[config.mk]
export PLATFORM = sky130hd
export DESIGN_NAME = tick_driven_task_selector_top
export DESIGN_NICKNAME = d
export VERILOG_FILES = /design/src/design/tdts_pkg.sv /design/src/design/tdts_task_mem.sv /design/src/design/tick_driven_task_selector_top.sv
export SDC_FILE = /design/constraint.sdc
export NUM_CORES = 1
export LEC_CHECK = 0
export ABC_AREA = 1
export BUFFER_PORTS_ARGS = -buffer_cell sky130_fd_sc_hd__buf_4
export CAP_MARGIN = 10
export CORE_ASPECT_RATIO = 1.1
export CORE_MARGIN = 3
export CORE_UTILIZATION = 50
export CTS_CLUSTER_DIAMETER = 100
export DETAILED_ROUTE_END_ITERATION = 16
export PLACE_DENSITY = 0.67
export REMOVE_ABC_BUFFERS = 1
export SLEW_MARGIN = 20
export SYNTH_ARGS = -nofsm -noshare
export SYNTH_HDL_FRONTEND = slang
export SYNTH_SLANG_ARGS = --single-unit
[constraint.sdc]
create_clock -name i_clk -period 7.7 [get_ports i_clk]
set_input_delay 0.385 -clock i_clk [delete_from_list [all_inputs] [get_ports i_clk]]
set_output_delay 0.385 -clock i_clk [all_outputs]
set_load 0.05 [all_outputs]
[src/design/tdts_pkg.sv]
// ----------------------------------------------------------------------------
// tdts_pkg
// Shared types and constants for the tick-driven task selector.
// ----------------------------------------------------------------------------
package tdts_pkg;

    localparam int unsigned REQ_W   = 2;
    localparam int unsigned TASK_W  = 4;
    localparam int unsigned CNT_W   = 16;
    localparam int unsigned PRIO_W  = 16;

    // request codes
    localparam logic [REQ_W-1:0] REQ_TICK  = 2'd0;
    localparam logic [REQ_W-1:0] REQ_LOAD  = 2'd1;
    localparam logic [REQ_W-1:0] REQ_SCHED = 2'd2;

    // policy register values
    localparam logic POLICY_SHORTEST = 1'b0;
    localparam logic POLICY_PRIORITY = 1'b1;

    typedef struct packed {
        logic [REQ_W-1:0]  req_type;
        logic [TASK_W-1:0] task_index;
        logic [CNT_W-1:0]  count_value;
        logic [PRIO_W-1:0] priority_value;
    } t_in_item;

    typedef struct packed {
        logic [TASK_W-1:0] running_task;
        logic              switched;
        logic              exhausted;
        logic [CNT_W-1:0]  running_count;
    } t_out_item;

    typedef enum logic [2:0] {
        ST_IDLE,
        ST_EXEC,
        ST_SCAN,
        ST_DRAIN,
        ST_DONE
    } t_state;

endpackage

[src/design/tdts_task_mem.sv]
// ----------------------------------------------------------------------------
// tdts_task_mem
// Task table: remaining-count and priority memories with per-entry valid
// bits. An entry never loaded since reset reads as zero.
// ----------------------------------------------------------------------------
module tdts_task_mem #(
    parameter int unsigned NUM_TASKS  = 16,
    parameter int unsigned COUNT_BITS = 16
) (
    input  logic                          i_clk,
    input  logic                          i_rst_n,
    input  logic                          i_wr_cnt_en,
    input  logic                          i_wr_prio_en,
    input  logic [$clog2(NUM_TASKS)-1:0]  i_wr_addr,
    input  logic [COUNT_BITS-1:0]         i_wr_cnt,
    input  logic [tdts_pkg::PRIO_W-1:0]   i_wr_prio,
    input  logic [$clog2(NUM_TASKS)-1:0]  i_rd_addr,
    output logic [COUNT_BITS-1:0]         o_rd_cnt,
    output logic [tdts_pkg::PRIO_W-1:0]   o_rd_prio
);

    logic [COUNT_BITS-1:0]       r_cnt_mem  [NUM_TASKS];
    logic [tdts_pkg::PRIO_W-1:0] r_prio_mem [NUM_TASKS];
    logic [NUM_TASKS-1:0]        r_valid;

    logic [COUNT_BITS-1:0]       r_rd_cnt;
    logic [tdts_pkg::PRIO_W-1:0] r_rd_prio;
    logic                        r_rd_vld;

    always_ff @(posedge i_clk) begin
        if (i_wr_cnt_en) begin
            r_cnt_mem[i_wr_addr] <= i_wr_cnt;
        end
        r_rd_cnt <= r_cnt_mem[i_rd_addr];
    end

    always_ff @(posedge i_clk) begin
        if (i_wr_prio_en) begin
            r_prio_mem[i_wr_addr] <= i_wr_prio;
        end
        r_rd_prio <= r_prio_mem[i_rd_addr];
    end

    // a load writes both halves, so the priority write marks the entry live
    always_ff @(posedge i_clk) begin
        if (!i_rst_n) begin
            r_valid  <= '0;
            r_rd_vld <= 1'b0;
        end else begin
            if (i_wr_prio_en) begin
                r_valid[i_wr_addr] <= 1'b1;
            end
            r_rd_vld <= r_valid[i_rd_addr];
        end
    end

    assign o_rd_cnt  = r_rd_vld ? r_rd_cnt  : '0;
    assign o_rd_prio = r_rd_vld ? r_rd_prio : '0;

endmodule

[src/design/tick_driven_task_selector_top.sv]
// ----------------------------------------------------------------------------
// tick_driven_task_selector_top
// Shortest-remaining / highest-priority task selector driven by tick items.
// ----------------------------------------------------------------------------
// Usage:
//   Input channel (i_in_valid / o_in_ready / i_in_data) carries tick, load and
//   schedule requests. Each request yields one result on the output channel
//   (o_out_valid / i_out_ready / o_out_data) with the running task, its count
//   and switched / exhausted flags. i_cfg_wr_en / i_cfg_wr_data set the policy
//   (0 shortest count, 1 highest priority); write it only while idle.
//   Load items and ticks that need no reselection pass through the execute
//   and final states. Items that run a selection also pass through the scan,
//   which reads task entries 1..NUM_TASKS-1 one per cycle, and a drain state
//   for the registered table read. One item is in flight at a time; a new
//   input transfer is taken only after the result is loaded into the output
//   register. o_in_ready is high while the sequencer is idle, also while an
//   earlier result still waits in the output register.
//   If the receiver stalls, a finished item holds in the final state until
//   the output register frees up.
//   Reset clears all task entries (valid bits), selects the idle task and sets
//   shortest-count policy. No clearing pass is needed.
// ----------------------------------------------------------------------------
module tick_driven_task_selector_top #(
    parameter int unsigned NUM_TASKS  = 16,
    parameter int unsigned COUNT_BITS = 16
) (
    input  logic                i_clk,
    input  logic                i_rst_n,
    input  logic                i_in_valid,
    output logic                o_in_ready,
    input  tdts_pkg::t_in_item  i_in_data,
    output logic                o_out_valid,
    input  logic                i_out_ready,
    output tdts_pkg::t_out_item o_out_data,
    input  logic                i_cfg_wr_en,
    input  logic                i_cfg_wr_data
);

    localparam int unsigned IDX_W = $clog2(NUM_TASKS);

    tdts_pkg::t_state    r_state, n_state;
    tdts_pkg::t_in_item  r_req;
    tdts_pkg::t_out_item r_out;
    logic                r_out_valid;
    logic                r_policy;

    logic [IDX_W-1:0]            r_cur, n_cur;
    logic [COUNT_BITS-1:0]       r_cur_cnt, n_cur_cnt;
    logic [IDX_W-1:0]            r_before;
    logic                        r_sel_run, n_sel_run;
    logic                        r_found, n_found;
    logic [IDX_W-1:0]            r_best_idx, n_best_idx;
    logic [COUNT_BITS-1:0]       r_best_c, n_best_c;
    logic [tdts_pkg::PRIO_W-1:0] r_best_p, n_best_p;
    logic [IDX_W-1:0]            r_scan, n_scan;
    logic                        r_cmp_vld;
    logic [IDX_W-1:0]            r_cmp_idx;

    logic                        in_xfer;
    logic                        out_free;
    logic                        out_load;
    logic                        ld_ok;
    logic [COUNT_BITS-1:0]       dec_cnt;
    logic                        take;

    logic                        wr_cnt_en;
    logic                        wr_prio_en;
    logic [IDX_W-1:0]            wr_addr;
    logic [COUNT_BITS-1:0]       wr_cnt;
    logic [COUNT_BITS-1:0]       rd_cnt;
    logic [tdts_pkg::PRIO_W-1:0] rd_prio;

    tdts_task_mem #(
        .NUM_TASKS  (NUM_TASKS),
        .COUNT_BITS (COUNT_BITS)
    ) u_task_mem (
        .i_clk        (i_clk),
        .i_rst_n      (i_rst_n),
        .i_wr_cnt_en  (wr_cnt_en),
        .i_wr_prio_en (wr_prio_en),
        .i_wr_addr    (wr_addr),
        .i_wr_cnt     (wr_cnt),
        .i_wr_prio    (r_req.priority_value),
        .i_rd_addr    (r_scan),
        .o_rd_cnt     (rd_cnt),
        .o_rd_prio    (rd_prio)
    );

    assign o_in_ready  = (r_state == tdts_pkg::ST_IDLE);
    assign in_xfer     = i_in_valid && o_in_ready;
    assign out_free    = !r_out_valid || i_out_ready;
    assign o_out_valid = r_out_valid;
    assign o_out_data  = r_out;

    assign ld_ok   = (r_req.task_index != '0) && (32'(r_req.task_index) < 32'(NUM_TASKS));
    assign dec_cnt = (r_cur_cnt != '0) ? r_cur_cnt - 1'b1 : '0;

    // scan compare on the entry read out last cycle
    always_comb begin
        take = 1'b0;
        if (r_cmp_vld && rd_cnt != '0) begin
            if (!r_found) begin
                take = 1'b1;
            end else if (r_policy == tdts_pkg::POLICY_SHORTEST) begin
                take = rd_cnt < r_best_c;
            end else begin
                take = rd_prio > r_best_p;
            end
        end
    end

    always_comb begin
        n_state    = r_state;
        n_cur      = r_cur;
        n_cur_cnt  = r_cur_cnt;
        n_sel_run  = r_sel_run;
        n_found    = r_found;
        n_best_idx = r_best_idx;
        n_best_c   = r_best_c;
        n_best_p   = r_best_p;
        n_scan     = r_scan;
        wr_cnt_en  = 1'b0;
        wr_prio_en = 1'b0;
        wr_addr    = r_cur;
        wr_cnt     = dec_cnt;
        out_load   = 1'b0;

        if (take) begin
            n_found    = 1'b1;
            n_best_idx = r_cmp_idx;
            n_best_c   = rd_cnt;
            n_best_p   = rd_prio;
        end

        case (r_state)
            tdts_pkg::ST_IDLE: begin
                if (in_xfer) begin
                    n_state = tdts_pkg::ST_EXEC;
                end
            end
            tdts_pkg::ST_EXEC: begin
                n_sel_run = 1'b0;
                n_found   = 1'b0;
                n_scan    = IDX_W'(1);
                case (r_req.req_type)
                    tdts_pkg::REQ_TICK: begin
                        if (r_cur == '0) begin
                            n_sel_run = 1'b1;
                        end else begin
                            wr_cnt_en = (r_cur_cnt != '0);
                            n_cur_cnt = dec_cnt;
                            n_sel_run = (dec_cnt == '0);
                        end
                    end
                    tdts_pkg::REQ_LOAD: begin
                        wr_addr    = IDX_W'(r_req.task_index);
                        wr_cnt     = COUNT_BITS'(r_req.count_value);
                        wr_cnt_en  = ld_ok;
                        wr_prio_en = ld_ok;
                        if (ld_ok && r_cur == IDX_W'(r_req.task_index)) begin
                            n_cur_cnt = COUNT_BITS'(r_req.count_value);
                        end
                    end
                    tdts_pkg::REQ_SCHED: begin
                        n_sel_run = 1'b1;
                    end
                    default: begin
                    end
                endcase
                n_state = n_sel_run ? tdts_pkg::ST_SCAN : tdts_pkg::ST_DONE;
            end
            tdts_pkg::ST_SCAN: begin
                n_scan = r_scan + 1'b1;
                if (r_scan == IDX_W'(NUM_TASKS - 1)) begin
                    n_state = tdts_pkg::ST_DRAIN;
                end
            end
            tdts_pkg::ST_DRAIN: begin
                n_state = tdts_pkg::ST_DONE;
            end
            tdts_pkg::ST_DONE: begin
                if (out_free) begin
                    out_load = 1'b1;
                    n_state  = tdts_pkg::ST_IDLE;
                    if (r_sel_run && r_found) begin
                        n_cur     = r_best_idx;
                        n_cur_cnt = r_best_c;
                    end
                end
            end
            default: begin
                n_state = tdts_pkg::ST_IDLE;
            end
        endcase
    end

    always_ff @(posedge i_clk) begin
        if (!i_rst_n) begin
            r_state <= tdts_pkg::ST_IDLE;
        end else begin
            r_state <= n_state;
        end
    end

    always_ff @(posedge i_clk) begin
        if (!i_rst_n) begin
            r_cur       <= '0;
            r_cur_cnt   <= '0;
            r_policy    <= tdts_pkg::POLICY_SHORTEST;
            r_out_valid <= 1'b0;
            r_cmp_vld   <= 1'b0;
            r_sel_run   <= 1'b0;
            r_found     <= 1'b0;
        end else begin
            r_cur     <= n_cur;
            r_cur_cnt <= n_cur_cnt;
            r_sel_run <= n_sel_run;
            r_found   <= n_found;
            r_cmp_vld <= (r_state == tdts_pkg::ST_SCAN);
            if (i_cfg_wr_en) begin
                r_policy <= i_cfg_wr_data;
            end
            if (out_load) begin
                r_out_valid <= 1'b1;
            end else if (i_out_ready) begin
                r_out_valid <= 1'b0;
            end
        end
    end

    always_ff @(posedge i_clk) begin
        if (in_xfer) begin
            r_req    <= i_in_data;
            r_before <= r_cur;
        end
        r_best_idx <= n_best_idx;
        r_best_c   <= n_best_c;
        r_best_p   <= n_best_p;
        r_scan     <= n_scan;
        r_cmp_idx  <= r_scan;
        if (out_load) begin
            r_out.running_task  <= tdts_pkg::TASK_W'(n_cur);
            r_out.switched      <= (n_cur != r_before);
            r_out.exhausted     <= r_sel_run && !r_found;
            r_out.running_count <= tdts_pkg::CNT_W'(n_cur_cnt);
        end
    end

    // ---------------------------------------------------------------- checks
    a_idle_zero_count: assert property (@(posedge i_clk) disable iff (!i_rst_n)
        (r_cur == '0) |-> (r_cur_cnt == '0))
        else $error("idle task carries a nonzero count");

    a_switch_not_idle: assert property (@(posedge i_clk) disable iff (!i_rst_n)
        (o_out_valid && o_out_data.switched) |-> (o_out_data.running_task != '0))
        else $error("switch reported to the idle task");

    a_exhaust_no_switch: assert property (@(posedge i_clk) disable iff (!i_rst_n)
        (o_out_valid && o_out_data.exhausted) |-> !o_out_data.switched)
        else $error("exhausted result reports a switch");

    a_xfer_starts_exec: assert property (@(posedge i_clk) disable iff (!i_rst_n)
        in_xfer |=> (r_state == tdts_pkg::ST_EXEC))
        else $error("accepted request did not start execution");

endmodule

==> metrics.txt, run 1 <==
# TYPE chip_impl_metric gauge
chip_impl_metric{name="antenna_cells_inserted",unit=""} 0
chip_impl_metric{name="first_pass_iters",unit=""} 5
chip_impl_info{name="min_path_type",value="input port to flop"} 1
chip_impl_metric{name="drc",unit=""} 0
chip_impl_metric{name="detail-route-antenna-nets",unit=""} 0
chip_impl_metric{name="cts_inserted_buffers",unit=""} 71
chip_impl_metric{name="final_critical_path_setup_slack",unit="ps"} 4190
chip_impl_metric{name="arrival",unit="ps"} 3720
chip_impl_metric{name="num-nets-final",unit=""} 2568
chip_impl_metric{name="power_density",unit="mW/mm2"} 256
chip_impl_metric{name="portBuffers",unit=""} 67
chip_impl_metric{name="finish.cell_count_without_fillers",unit=""} 3279
chip_impl_metric{name="postSynthAreaPerCell",unit="um2"} 11.9
chip_impl_metric{name="max_slew_margin",unit="%"} 26.0
chip_impl_metric{name="timing.final.max_slew_violations",unit=""} 0
chip_impl_metric{name="fin_crit_sh",unit="%"} 45.5
chip_impl_metric{name="synth_sequential_area_ratio",unit="%"} 71.0
chip_impl_metric{name="wl_per_cell",unit="um"} 21.6
chip_impl_metric{name="period_needed",unit="ps"} 3510
chip_impl_metric{name="cts.sinks",unit=""} 697
chip_impl_metric{name="finalSetupViolCount",unit=""} 0
chip_impl_metric{name="worst_hold_slack",unit="ps"} 88.8
chip_impl_metric{name="fillerInstances",unit=""} 4431
chip_impl_info{name="status",value="finished, final reports clean"} 1
chip_impl_metric{name="rows",unit=""} 90
chip_impl_metric{name="cell_area_after_placement",unit="mm2"} 0.0298
chip_impl_metric{name="place_congestion",unit=""} 0.892
chip_impl_metric{name="synth_enable_flop_cells",unit=""} 616
chip_impl_metric{name="max-cap-violations",unit=""} 0
chip_impl_info{name="commonest_non_fill_non_tap_cell_in_the_layout",value="sky130_fd_sc_hd__edfxtp_1"} 1
chip_impl_metric{name="grt-ovfl-total",unit=""} 0
chip_impl_info{name="synth_top_flop_cell",value="sky130_fd_sc_hd__edfxtp_1"} 1
chip_impl_metric{name="fmaxAchievable",unit="MHz"} 285
chip_impl_metric{name="floorplan.io_pins",unit=""} 68
chip_impl_metric{name="die_y",unit="um"} 256
chip_impl_metric{name="synthesized_area",unit="mm2"} 0.0283
chip_impl_metric{name="core",unit="mm2"} 0.0555
chip_impl_metric{name="cts.repair_timing.setup_buffer_count",unit=""} 0
chip_impl_metric{name="grt_pass1_vias",unit=""} 18500
chip_impl_metric{name="synthCells",unit=""} 2374
chip_impl_info{name="grt_setup_unrepaired",value="false"} 1
chip_impl_metric{name="synth_warnings",unit=""} 0
chip_impl_metric{name="timing.critical_path.fanout_max",unit=""} 33
chip_impl_metric{name="antenna_found_initial",unit=""} 0
chip_impl_metric{name="vdd_ir_drop_max",unit="uV"} 187
chip_impl_metric{name="drt-initial-drc-count",unit=""} 1713
chip_impl_info{name="layout.cells.most_common_list",value="616 x sky130_fd_sc_hd__edfxtp_1, 336 x sky130_fd_sc_hd__nor2_1, 331 x sky130_fd_sc_hd__o21ai_0"} 1
chip_impl_metric{name="synthDistinctLibCells",unit=""} 46
chip_impl_metric{name="synth-async-reset-ratio",unit="%"} 0
chip_impl_metric{name="clock_tree.htree_level_count",unit=""} 3
chip_impl_info{name="clock_tree.root_cell",value="sky130_fd_sc_hd__clkbuf_16"} 1
chip_impl_metric{name="r2r_setup_slack",unit="ps"} 4190
chip_impl_metric{name="totalWireLength",unit="um"} 70800
chip_impl_metric{name="fin_worst_skew",unit="ps"} 31.7
chip_impl_info{name="tritoncts",value="done"} 1
chip_impl_metric{name="power.leakage",unit="uW"} 0.0115
chip_impl_metric{name="initial_utilization",unit="%"} 51.1
chip_impl_metric{name="ys_seq_elements",unit=""} 697
chip_impl_metric{name="fp.dieArea",unit="mm2"} 0.0596
chip_impl_info{name="worst_setup_end_kind",value="flop"} 1
chip_impl_metric{name="clkSlewWorstSetupHoldPaths",unit="ps"} 60
chip_impl_metric{name="insertion_delay_to_the_later_sink_of_the_worst_skew_pair",unit="ps"} 630
chip_impl_metric{name="wire_length_of_the_first_global_routing_pass",unit="um"} 108000
chip_impl_info{name="critical_path.startpoint_type",value="flop"} 1
chip_impl_metric{name="vias",unit=""} 18700
chip_impl_metric{name="place_inst",unit=""} 3114
chip_impl_metric{name="drt-vias-per-instance",unit=""} 5.72
chip_impl_metric{name="grt_start_max_net_pins",unit=""} 202
chip_impl_metric{name="crit_required",unit="ps"} 7920
chip_impl_info{name="timing.setup.critical_path_class",value="flop to flop"} 1
chip_impl_metric{name="dpl_worst_slack",unit="ps"} 4280
chip_impl_metric{name="die_w",unit="um"} 233
chip_impl_metric{name="area_growth_syn_to_layout",unit="%"} 14.2
chip_impl_metric{name="layout-drive-gt1-share",unit="%"} 12.3
chip_impl_metric{name="hpwlAfterDp",unit="um"} 42200
chip_impl_metric{name="clockBufferDepth",unit=""} 3
chip_impl_metric{name="grt_use_total",unit="%"} 23.7
chip_impl_metric{name="worst_slew_pin_slew",unit="ps"} 1100
chip_impl_metric{name="postLayoutCellArea",unit="mm2"} 0.0324
chip_impl_metric{name="hold_viol_final",unit=""} 0
[cells in the mapped netlist (4+ instances only)]
cell type / n / area share [%]
sky130_fd_sc_hd__o21a_1: 12 / 0.32
sky130_fd_sc_hd__o22ai_1: 82 / 1.8
sky130_fd_sc_hd__a21oi_1: 60 / 1.1
sky130_fd_sc_hd__edfxtp_1: 616 / 65
sky130_fd_sc_hd__inv_2: 30 / 0.40
sky130_fd_sc_hd__inv_1: 127 / 1.7
sky130_fd_sc_hd__o221ai_1: 52 / 1.6
sky130_fd_sc_hd__dfxtp_1: 81 / 5.7
sky130_fd_sc_hd__buf_2: 13 / 0.23
sky130_fd_sc_hd__nand4_1: 8 / 0.18
sky130_fd_sc_hd__clkbuf_1: 105 / 1.4
sky130_fd_sc_hd__o211ai_1: 31 / 0.82
sky130_fd_sc_hd__buf_1: 7 / 0.093
sky130_fd_sc_hd__xnor2_1: 4 / 0.12
sky130_fd_sc_hd__nor2_1: 353 / 4.7
sky130_fd_sc_hd__nand2_2: 8 / 0.18
sky130_fd_sc_hd__nand2_1: 244 / 3.2
sky130_fd_sc_hd__o21ai_0: 334 / 5.9
sky130_fd_sc_hd__nor2_2: 31 / 0.68
sky130_fd_sc_hd__nor3_1: 6 / 0.11
sky130_fd_sc_hd__nor2_4: 8 / 0.32
sky130_fd_sc_hd__nand3_1: 90 / 1.6
sky130_fd_sc_hd__ha_1: 33 / 1.5
[metrics by stage]
step	setup TNS, ps	total power, uW	util (%)
floorplan	-80590	4810	-
CTS	0	8350	58.3
global placement	0	5100	53.5
detailed placement	0	5120	53.7
finish	0	8290	58.3
global route	0	8570	58.3
[registers in the layout, indices dropped and copies added, names as in the netlist, 16 cells and up]
signal                 flops
u_task_mem.r_prio_mem    256
r_best_c                  16
r_cur_cnt                 16
u_task_mem.r_rd_cnt       16
u_task_mem.r_cnt_mem     256
r_req                     38
u_task_mem.r_rd_prio      16
r_best_p                  16
u_task_mem.r_valid        16
o_out_data                22
[final cells by class]
class                   instances  area, um2  area share (%)
flip-flops and latches        697      20100            62.2
multi-input cells            1417       7340            22.7
clock buffers                  94       1890            5.85
repair buffers                141       1190            3.67
well taps                     736        921            2.85
inverters                     163        626            1.93
clock inverters                31        273           0.843
[logic make-up (layout without fill, tap and decap cells)]
kind of cell	after synthesis	in the layout	synth area share, %
compound gates	592	592	12.1
xor+xnor	7	7	0.216
fa+ha+maj	33	33	1.46
buf+inv	291	429	4.00
flops	697	697	71.0
other cells	1	32	0.0132
simple gates	753	753	11.2
[where the power goes]
group          internal, uW  switching (uW)
Clock                  1810            1420
Sequential             4300            71.1
Combinational           185             499
[what timing repair did]
action                    CTS  global route
hold endpoints to repair   39             0
hold buffers               40             0
resized for setup           0             0
[critical path, stage by stage, from the launching register on]
cell and delay [ps]:
sky130_fd_sc_hd__edfxtp_1 630, sky130_fd_sc_hd__inv_4 150, sky130_fd_sc_hd__nor2_8 150, sky130_fd_sc_hd__inv_4 90
sky130_fd_sc_hd__nor2_8 410, sky130_fd_sc_hd__inv_4 160, sky130_fd_sc_hd__o21ai_4 240, sky130_fd_sc_hd__inv_2 70
sky130_fd_sc_hd__nor2_2 110, sky130_fd_sc_hd__inv_2 80, sky130_fd_sc_hd__nor2_2 110, sky130_fd_sc_hd__inv_2 60
sky130_fd_sc_hd__nor2_2 800
[metal layers]
metal | share of wire [%] | routed length, um | global-route usage [%] | up-vias
met5 | 0 | 0 | 0 | -
met3 | 6.3 | 4490 | 3.54 | 134
li1 | - | - | - | 8738
met1 | 41 | 29000 | 31.2 | 9146
met2 | 49 | 34800 | 39.3 | 727
met4 | 3.6 | 2520 | 9.89 | 0
[path summary, 6_finish.rpt]
kind                                    from                          to  cells after the start
worst max-delay path               r_req[36]  u_task_mem.r_cnt_mem[4][4]                     12
worst min-delay path                 i_rst_n       u_task_mem.r_valid[0]                      3
worst max register to register     r_req[36]  u_task_mem.r_cnt_mem[4][4]                     12
worst min register to register  r_cmp_idx[0]               r_best_idx[0]                      0
Power figures use the tool's default switching activity.
==> run 2: changes to the inputs <==
- PLACE_DENSITY: 0.67 -> 0.7
- clock period: 7.7 -> 2.8 ns (I/O delays scaled with it)
==> run 2 against run 1 <==
Compared with the run above: power grew to 2.8 times the previous value; worst hold slack better by 140 ps; clock power grew to 2.9 times the previous value; count of clock-buffer cells in the layout is 6 lower; die area stayed put; critical path depth is 1 lower; sequential power grew to 2.7 times the previous value; combinational power grew to 3.0 times the previous value; critical endpoint is now u_task_mem.r_cnt_mem[6][14]; largest power group unchanged; highest routed layer unchanged.
==> metrics.txt, run 2 (synthesized netlist as in run 1, its figures left out) <==
# TYPE chip_impl_metric gauge
chip_impl_info{name="status",value="finished, final reports clean"} 1
chip_impl_metric{name="grt_start_max_net_pins",unit=""} 143
chip_impl_metric{name="layout-drive-gt1-share",unit="%"} 14.7
chip_impl_metric{name="floorplan.io_pins",unit=""} 68
chip_impl_metric{name="timing.critical_path.fanout_max",unit=""} 16
chip_impl_metric{name="fmaxAchievable",unit="MHz"} 379
chip_impl_metric{name="cts_inserted_buffers",unit=""} 72
chip_impl_metric{name="wire_length_of_the_first_global_routing_pass",unit="um"} 111000
chip_impl_metric{name="dpl_worst_slack",unit="ps"} 155
chip_impl_metric{name="cell_area_after_placement",unit="mm2"} 0.0303
chip_impl_info{name="timing.critical_path.slowest_stage_cell",value="sky130_fd_sc_hd__nor2_2"} 1
chip_impl_metric{name="die_w",unit="um"} 233
chip_impl_metric{name="timing.final.max_slew_violations",unit=""} 0
chip_impl_metric{name="worst_slew_pin_slew",unit="ps"} 942
chip_impl_metric{name="antenna_cells_inserted",unit=""} 0
chip_impl_metric{name="num-nets-final",unit=""} 2638
chip_impl_metric{name="drt-vias-per-instance",unit=""} 5.79
chip_impl_metric{name="cts.repair_timing.setup_buffer_count",unit=""} 0
chip_impl_info{name="crit_family",value="simple AND/OR/NAND/NOR gates"} 1
chip_impl_metric{name="first_pass_iters",unit=""} 6
chip_impl_metric{name="fin_worst_skew",unit="ps"} 29.4
chip_impl_info{name="critical_path.startpoint_type",value="flop"} 1
chip_impl_info{name="min_path_type",value="input port to flop"} 1
chip_impl_metric{name="fin_crit_sh",unit="%"} 94.3
chip_impl_info{name="layout_top_registers",value="u_task_mem.r_cnt_mem x256, u_task_mem.r_prio_mem x256, r_req x38"} 1
chip_impl_metric{name="sum_of_internal_switching_and_leakage_power",unit="uW"} 23400
chip_impl_info{name="clock_tree.root_cell",value="sky130_fd_sc_hd__clkbuf_16"} 1
chip_impl_metric{name="antenna_found_initial",unit=""} 2
chip_impl_metric{name="initial_utilization",unit="%"} 51.1
chip_impl_metric{name="drt-initial-drc-count",unit=""} 2220
chip_impl_metric{name="arrival",unit="ps"} 2870
chip_impl_metric{name="detail-route-antenna-nets",unit=""} 0
chip_impl_metric{name="grt_use_total",unit="%"} 24.5
chip_impl_metric{name="grt-ovfl-total",unit=""} 0
chip_impl_metric{name="insertion_delay_to_the_later_sink_of_the_worst_skew_pair",unit="ps"} 630
chip_impl_metric{name="crit_required",unit="ps"} 3030
chip_impl_metric{name="power_density",unit="mW/mm2"} 709
chip_impl_metric{name="fp.dieArea",unit="mm2"} 0.0596
chip_impl_metric{name="hold_viol_final",unit=""} 0
chip_impl_metric{name="totalWireLength",unit="um"} 73500
chip_impl_metric{name="hpwlAfterDp",unit="um"} 46300
chip_impl_metric{name="postLayoutCellArea",unit="mm2"} 0.0331
chip_impl_metric{name="area_growth_syn_to_layout",unit="%"} 16.7
chip_impl_metric{name="clkSlewWorstSetupHoldPaths",unit="ps"} 70
chip_impl_metric{name="vias",unit=""} 19400
chip_impl_metric{name="final_core_utilization",unit="%"} 59.6
chip_impl_metric{name="place_congestion",unit=""} 0.924
chip_impl_info{name="timing.setup.critical_path_class",value="flop to flop"} 1
chip_impl_metric{name="place_inst",unit=""} 3180
chip_impl_metric{name="final_critical_path_setup_slack",unit="ps"} 159
chip_impl_metric{name="finish.cell_count_without_fillers",unit=""} 3353
chip_impl_metric{name="drc",unit=""} 0
chip_impl_metric{name="vdd_ir_drop_max",unit="uV"} 529
chip_impl_info{name="commonest_non_fill_non_tap_cell_in_the_layout",value="sky130_fd_sc_hd__edfxtp_1"} 1
chip_impl_info{name="timing.critical_path.cells",value="nor2_8, inv_4, nor2_8, inv_4, o21ai_4, inv_2, nor2_2, inv_2, nor2_2, inv_2, nor2_2"} 1
chip_impl_metric{name="rows",unit=""} 90
chip_impl_info{name="tritoncts",value="done"} 1
chip_impl_info{name="layout.cells.most_common_list",value="616 x sky130_fd_sc_hd__edfxtp_1, 336 x sky130_fd_sc_hd__nor2_1, 332 x sky130_fd_sc_hd__o21ai_0"} 1
chip_impl_metric{name="grt_pass1_vias",unit=""} 18700
chip_impl_metric{name="finalSetupViolCount",unit=""} 0
chip_impl_metric{name="clockBufferDepth",unit=""} 3
chip_impl_metric{name="portBuffers",unit=""} 67
chip_impl_metric{name="max_slew_margin",unit="%"} 37.1
chip_impl_info{name="worst_setup_end_kind",value="flop"} 1
chip_impl_metric{name="wl_per_cell",unit="um"} 21.9
chip_impl_metric{name="timing.critical_path.slowest_cell_delay",unit="ps"} 710
chip_impl_metric{name="power.leakage",unit="uW"} 0.0119
chip_impl_metric{name="die_y",unit="um"} 256
chip_impl_metric{name="core",unit="mm2"} 0.0555
chip_impl_metric{name="period_needed",unit="ps"} 2640
chip_impl_metric{name="max-cap-violations",unit=""} 0
chip_impl_metric{name="critical_path_buf_inv_count",unit=""} 5
chip_impl_metric{name="cts.sinks",unit=""} 697
chip_impl_metric{name="clock_tree.htree_level_count",unit=""} 3
chip_impl_info{name="grt_setup_unrepaired",value="false"} 1
## run 2: path summary, 6_finish.rpt
kind | start | end | slack (ps) | depth (start not counted)
min reg2reg | r_cmp_idx[0] | r_best_idx[0] | 410 | 0
max | r_req[37] | u_task_mem.r_cnt_mem[6][14] | 160 | 11
max reg2reg | r_req[37] | u_task_mem.r_cnt_mem[6][14] | 160 | 11
min | i_in_data[5] | r_req[5] | 230 | 2
## run 2: final cells by class
cell class              instances  area [um2]
well taps                     736         921
inverters                     163         626
repair buffers                210        1800
clock buffers                  88        1940
clock inverters                42         385
flip-flops and latches        697       20100
fillers                      4330       22400
multi-input cells            1417        7300
## run 2: routing by layer
metal / routed length [um] / GRT usage [%] / share of wire, % / up-vias
li1: - / - / - / 8879
met1: 29100 / 32.8 / 40 / 9406
met2: 35400 / 39.2 / 48 / 913
met3: 5350 / 3.73 / 7.3 / 206
met4: 3680 / 12.4 / 5.0 / 0
met5: 0 / 0 / 0 / -
## run 2: power breakdown
part / total [uW] / switching (uW) / internal [uW] / leakage, uW
sequential: 12000 / 196 / 11800 / 0.00632
clock: 9340 / 4060 / 5290 / 0.00115
combinational: 2080 / 1480 / 596 / 0.00445
## run 2: worst reg2reg max path, stage by stage (launching register included)
cell and delay (ps):
sky130_fd_sc_hd__edfxtp_1 480, sky130_fd_sc_hd__nor2_8 180, sky130_fd_sc_hd__inv_4 60, sky130_fd_sc_hd__nor2_8 140
sky130_fd_sc_hd__inv_4 90, sky130_fd_sc_hd__o21ai_4 170, sky130_fd_sc_hd__inv_2 60, sky130_fd_sc_hd__nor2_2 90
sky130_fd_sc_hd__inv_2 70, sky130_fd_sc_hd__nor2_2 120, sky130_fd_sc_hd__inv_2 60, sky130_fd_sc_hd__nor2_2 710
## run 2: timing repair
| action | in CTS | in global routing |
|---|---|---|
| resized for setup | 0 | 5 |
| hold endpoints to repair | 55 | 0 |
| hold buffers | 43 | 0 |
| endpoints found under the setup margin | 0 | 60 |
## run 2: per-stage QoR
stage	setup TNS, ps	hold WS, ps
final	0	233
after global routing	0	214
after CTS	0	193
after detailed placement	0	319
after global placement	0	318
after floorplan	-360020	238
